## src/rtl/smdr_pkg.sv

```systemverilog
// shared types for the signed multiply / divide / remainder unit
`timescale 1ns / 1ps
`default_nettype none

package smdr_pkg;

    typedef enum logic [1:0] {
        OP_MUL = 2'd0,
        OP_DIV = 2'd1,
        OP_REM = 2'd2
    } t_op;

    // per-transaction control that travels with the data down the cell chain
    typedef struct packed {
        logic is_mul;
        logic is_rem;
        logic zero;
        logic a_neg;
        logic q_neg;
    } t_tag;

endpackage

`default_nettype wire

```

## src/rtl/smdr_cell.sv

```systemverilog
// one step cell: shift-add multiply bit or restoring divide bit
`timescale 1ns / 1ps
`default_nettype none

module smdr_cell #(
    parameter int DATA_WIDTH = 32
) (
    input  wire logic                  i_clk,
    input  wire logic                  i_rst_n,
    input  wire logic                  i_valid,
    output logic                       o_ready,
    input  wire smdr_pkg::t_tag        i_tag,
    input  wire logic [DATA_WIDTH-1:0] i_acc,
    input  wire logic [DATA_WIDTH-1:0] i_sh,
    input  wire logic [DATA_WIDTH-1:0] i_m,
    output logic                       o_valid,
    input  wire logic                  i_ready,
    output smdr_pkg::t_tag             o_tag,
    output logic [DATA_WIDTH-1:0]      o_acc,
    output logic [DATA_WIDTH-1:0]      o_sh,
    output logic [DATA_WIDTH-1:0]      o_m
);

    logic                  r_valid;
    smdr_pkg::t_tag        r_tag;
    logic [DATA_WIDTH-1:0] r_acc;
    logic [DATA_WIDTH-1:0] r_sh;
    logic [DATA_WIDTH-1:0] r_m;

    logic [DATA_WIDTH-1:0] n_acc;
    logic [DATA_WIDTH-1:0] n_sh;
    logic [DATA_WIDTH-1:0] trial;
    logic                  fits;

    assign o_ready = !r_valid || i_ready;

    always_comb begin
        // partial remainder stays below 2^(w-1), so the shifted value fits in w bits
        trial = {i_acc[DATA_WIDTH-2:0], i_sh[DATA_WIDTH-1]};
        fits  = trial >= i_m;
        if (i_tag.is_mul) begin
            n_acc = {i_acc[DATA_WIDTH-2:0], 1'b0} + (i_sh[DATA_WIDTH-1] ? i_m : '0);
            n_sh  = {i_sh[DATA_WIDTH-2:0], 1'b0};
        end else begin
            n_acc = fits ? (trial - i_m) : trial;
            n_sh  = {i_sh[DATA_WIDTH-2:0], fits};
        end
    end

    always_ff @(posedge i_clk) begin
        if (!i_rst_n) begin
            r_valid <= 1'b0;
        end else if (o_ready) begin
            r_valid <= i_valid;
        end
    end

    always_ff @(posedge i_clk) begin
        if (o_ready && i_valid) begin
            r_tag <= i_tag;
            r_acc <= n_acc;
            r_sh  <= n_sh;
            r_m   <= i_m;
        end
    end

    assign o_valid = r_valid;
    assign o_tag   = r_tag;
    assign o_acc   = r_acc;
    assign o_sh    = r_sh;
    assign o_m     = r_m;

endmodule

`default_nettype wire

```

## config.mk

```make
export PLATFORM = sky130hd
export DESIGN_NAME = smdr_cell
export DESIGN_NICKNAME = d
export VERILOG_FILES = /design/src/rtl/smdr_pkg.sv /design/src/rtl/smdr_cell.sv
export SDC_FILE = /design/constraint.sdc
export NUM_CORES = 1
export LEC_CHECK = 0
export BUFFER_PORTS_ARGS = -buffer_cell sky130_fd_sc_hd__buf_2
export CAP_MARGIN = 0
export CORE_ASPECT_RATIO = 0.75
export CORE_MARGIN = 2
export CORE_UTILIZATION = 40
export DETAILED_ROUTE_END_ITERATION = 7
export SKIP_CTS_REPAIR_TIMING = 1
export SLEW_MARGIN = 20
export SYNTH_ARGS = -nofsm -noshare
export SYNTH_HDL_FRONTEND = slang
export SYNTH_SLANG_ARGS = --single-unit
```

## constraint.sdc

```tcl
create_clock -name i_clk -period 4.4 [get_ports i_clk]
set_input_delay 0.44 -clock i_clk [delete_from_list [all_inputs] [get_ports i_clk]]
set_output_delay 0.44 -clock i_clk [all_outputs]
set_load 0.005 [all_outputs]
```

Word-level counts from Yosys, hierarchy flattened
Cells that the tools add are included.
Widths: inputs -> output; s select.

operators by class
  bitwise gates (word level) = 0
  div/mod/pow operators = 0
  muxes and demuxes = 3
  add/sub/neg operators = 2
  multipliers = 0
  order comparisons = 1
  eq/ne operators = 0
  shift operators = 0
  reduce and logical (&&, ||, !) cells = 3

operators with widths
  cell               number
  $mux 32            3
  $add 32x32->32     1
  $ge 32x32->1       1
  $sub 32x32->32     1
  $logic_and 1x1->1  1
  $logic_not 1->1    1
  $logic_or 1x1->1   1

storage, ports and cells
  logic and storage cells = 19
  bits in latches = 0
  memory bits (writable) = 0
  ROM bits = 0
  input port bits = 105
  register bits after elaboration = 102
  output and inout bits = 103
  memories kept = 0

Depth between registers and ports, before layout
  depth after elaboration = 3
  gate-level depth with buffers = 15
  depth with buffers taken out = 14

Worst setup path before layout
OpenSTA, ideal clock, no wires.

  path kind = input to register
  from = input port i_ready
  to = register r_acc[0] (netlist: o_acc[0]), enable pin
  arrival = 2.935 ns
  data required time = 3.929 ns
  stages on the path = 2
  library setup time = 0.471 ns
  path buffers = 0
  path slack = 0.993 ns
  cell sequence = nand2b_1 > and2_1

between the ends
  cells in the longest elaborated chain, start to end = 2

RTL lines
  item                  line             RTL
  start, declared       smdr_cell.sv:17  input wire logic i_ready,
  $logic_or 1x1->1      smdr_cell.sv:35  assign o_ready = !r_valid || i_ready;
  $logic_and 1x1->1     smdr_cell.sv:59  if (o_ready && i_valid) begin
  end signal, assigned  smdr_cell.sv:61  r_acc <= n_acc;
  end, declared         smdr_cell.sv:26  logic [DATA_WIDTH-1:0] r_acc;

No other way between the ends.
A chain may end at the register's enable or synchronous reset.

Final worst setup path
  from = input port i_sh[31]
  to = register r_acc[31] (netlist: o_acc[31]) (data pin)

between the ends
  cells in the longest elaborated chain, start to end = 3
  elaborated cells between the ends (all ways) = 6
  classes of those cells = 2 x add/sub; 1 x order compare; 3 x mux

RTL lines
  item                                              line                              RTL
  start, declared                                   smdr_cell.sv:14                   input wire logic [DATA_WIDTH-1:0] i_sh,
  $sub 32x32->32, or another cell as far along      smdr_cell.sv:45                   n_acc = fits ? (trial - i_m) : trial;
  $mux 32 / $add 32x32->32 (equally long branches)  smdr_cell.sv:45, smdr_cell.sv:42
  $mux 32 *                                         smdr_cell.sv:41                   if (i_tag.is_mul) begin
  named net n_acc[31]                               smdr_cell.sv:30                   logic [DATA_WIDTH-1:0] n_acc;

The timed path passes the listed nets; every way through them passes the cells marked *.

==> impl_metrics.csv <==
group,metric,value,unit
status,status,"finished, final reports clean",
pwr,power_frac_comb,29.2,%
worst_setup_path,crit_type,"input port to flip-flop",
yosys,synth_top_area_share,42.3,%
clock_network,clock_latency,0.36,ns
clock_network,clk_pin_slew,0.07,ns
clock_network,clock_path_buffers,2,
die,rows,42,
place,io_buffer_count,206,
yosys,syn-num-nets,888,
route,wl_per_cell,16.0,um
route,ant_nets,0,
run,cap_violations,0,
route,drc,0,
die,core_area,17600,um^2
yosys,synth_cell_types,64,
yosys,seq_area_frac_synth,42.6,%
die,io-pin-count,208,
yosys,yosysWarnings,0,
worst_hold_path,holdCritStartpoint,"i_sh[16]",
pwr,p_per_area,316,nW/um^2
pwr,switching_share,31.3,%
timing,setup_viol,0,
global_routing,grt_max_degree,83,
yosys,synth-main-ff-cell,"edfxtp_1",
clock_network,cts_tree,"yes",
route,via_per_inst,5.19,
route,wirelength,18900,um
timing,finalMaxSlewViolations,0,
global_routing,track_usage,20.2,%
yosys,synth_most_common_cell,"edfxtp_1",
place,gp_congestion,0.885,
worst_setup_path,critPathArrivalTime,3.64,ns
yosys,ys_ff_latch,102,
worst_setup_path,r2r_start,"o_valid",
pwr,power.switching,0.875,mW
worst_setup_path,crit_start,"i_sh[31]",
pwr,pwr-share-clk,28.5,%
timing,tns,0,ns
pwr,vdd_ir_drop_max,0.156,mV
global_routing,antenna_found_initial,0,
clock_network,clock_sinks,102,
global_routing,grt_pass1_wl,30200,um
die,die_h,120,um
clock_network,cts_root_buf,"clkbuf_16",
layout,antenna_cells,0,
timing,fmax,279,MHz
yosys,async_reset_ff_share,0,%
die,initial_core_util,40.7,%
layout,layout.cells.non_filler,1177,
die,die_x,159,um
place,dp_hpwl,14700,um
yosys,synth.cells.most_frequent,"edfxtp_1, nor2_1, ha_1",
worst_setup_path,critical_path.max_fanout,6,
global_routing,grt_overflow,0,
route,drt_first_iter_violations,352,
worst_setup_path,cp-start-kind,"input port",
timing,hold_viol_final,0,
global_routing,first_global_vias,5841,
timing,rsz0062_at_grt,"no",
route,vias,6104,
timing,maxSlewHeadroom,36.0,%
layout,nNetsFinal,1100,
worst_hold_path,hp-class,"input port to flip-flop",
pwr,internal-power,1.92,mW
place,placedCellCount,1160,
timing,fin_skew,0.00508,ns
yosys,syn_avg_cell_area,9.99,um^2
yosys,syn_inst,718,
layout,layout-drive-gt1-share,27.0,%
clock_network,h-tree-depth,3,
timing,worstMarginPinSlew,0.960,ns
yosys,synth.area.top_cells,"edfxtp_1, ha_1, nor2_1",
layout,nFillCells,1681,
pwr,p_leak,3.95,nW
yosys,syn_area,7170,um^2
pwr,power,2.80,mW
pwr,power_frac_seq,42.3,%
worst_setup_path,crit_path_end_kind,"flip-flop",
yosys,yosysTopAreaCell,"edfxtp_1",
worst_setup_path,worst_ep_required_time,4.46,ns
yosys,synth_edf_count,101,
clock_network,numCtsBuffers,9,
die,die-area,19000,um^2
timing,post-route-period-util,81.4,%
layout,area_growth,23.2,%
timing,layout_min_cycle_time,3.58,ns
route,drt-pass1-iter-count,6,
path summary, 6_finish.rpt:
path | to | slack (ns) | cells past startpoint
setup / recovery | o_acc[31] | 0.82 | 16
hold / removal | o_sh[17] | 0.25 | 1
setup reg to reg | o_acc[17] | 2.79 | 3
hold reg to reg | o_valid | 0.59 | 2
layout make-up:
class	instances	area (um^2)	area share (%)
Inverter	52	195	2.21
Sequential cell	102	3050	34.5
Timing Repair Buffer	218	1150	13.0
Clock buffer	9	225	2.55
Tap cell	242	303	3.43
Clock inverter	7	66.3	0.750
Multi-Input combinational cell	547	3850	43.6
critical path, stage by stage:
cell	delay [ns]
buf_2	0.13
inv_1	0.13
nor2_1	0.12
ha_1	0.20
inv_1	0.06
fa_1	0.38
nand2b_1	0.20
a21oi_1	0.27
o41ai_1	0.12
buf_4	0.15
o221ai_1	0.28
a41o_1	0.45
a2111oi_0	0.17
nor3_1	0.29
xnor2_1	0.15
a22oi_1	0.10
layout by cell type (no fill, tap or decap), types with 23 or more instances in the layout:
cell	instances
ha_1	63
xnor2_1	32
mux2i_1	23
edfxtp_1	101
inv_1	52
o21ai_0	39
a21oi_1	56
nand2_1	51
buf_2	206
nor2_1	76
layer usage:
metal | up-vias | wire (um) | part of all wire (%) | global-route usage, %
met3 | 13 | 1480 | 7.9 | 5.24
li1 | 3098 | - | - | -
met2 | 189 | 7740 | 41 | 29.3
met4 | 0 | 133 | 0.71 | 4.50
met5 | - | 0 | 0 | 0
met1 | 2804 | 9500 | 50 | 30.2
per-stage QoR:
stage / area, um^2 / utilization, % / hold slack [ns] / setup slack [ns]
6_report: 8840 / 50.2 / 0.254 / 0.817
5_1_grt: 8840 / 50.2 / 0.235 / 0.604
4_1_cts: 8820 / 50.1 / 0.239 / 0.837
3_5_place_dp: 8530 / 48.4 / 0.557 / 0.471
3_3_place_gp: 8530 / 48.4 / 0.551 / 0.489
2_1_floorplan: 7170 / - / 0.537 / 0.993
flip-flops by register name, indices dropped and copies added, names as in the netlist:
register,cells
o_tag,5
o_acc,32
o_sh,32
o_m,32
o_valid,1
logic make-up after synthesis:
kind of cell,Yosys count,synth area share (%)
adder cells (fa/ha/maj),65,11.6
XOR/XNOR,49,5.98
buffers and inverters,69,3.79
AND/OR/NAND/NOR,204,13.2
multiplexers,27,3.84
AO/OA/AOI/OAI,202,19.1
flip-flops,102,42.6
power groups by stage:
stage / Sequential [mW] / Combinational (mW) / Clock (mW)
detailed placement: 1.20 / 0.811 / 0
floorplan: 1.22 / 0.528 / 0
global route: 1.19 / 0.922 / 0.861
CTS: 1.18 / 0.817 / 0.827
finish: 1.18 / 0.818 / 0.796
global placement: 1.20 / 0.808 / 0
(Power assumes the default switching activity.)
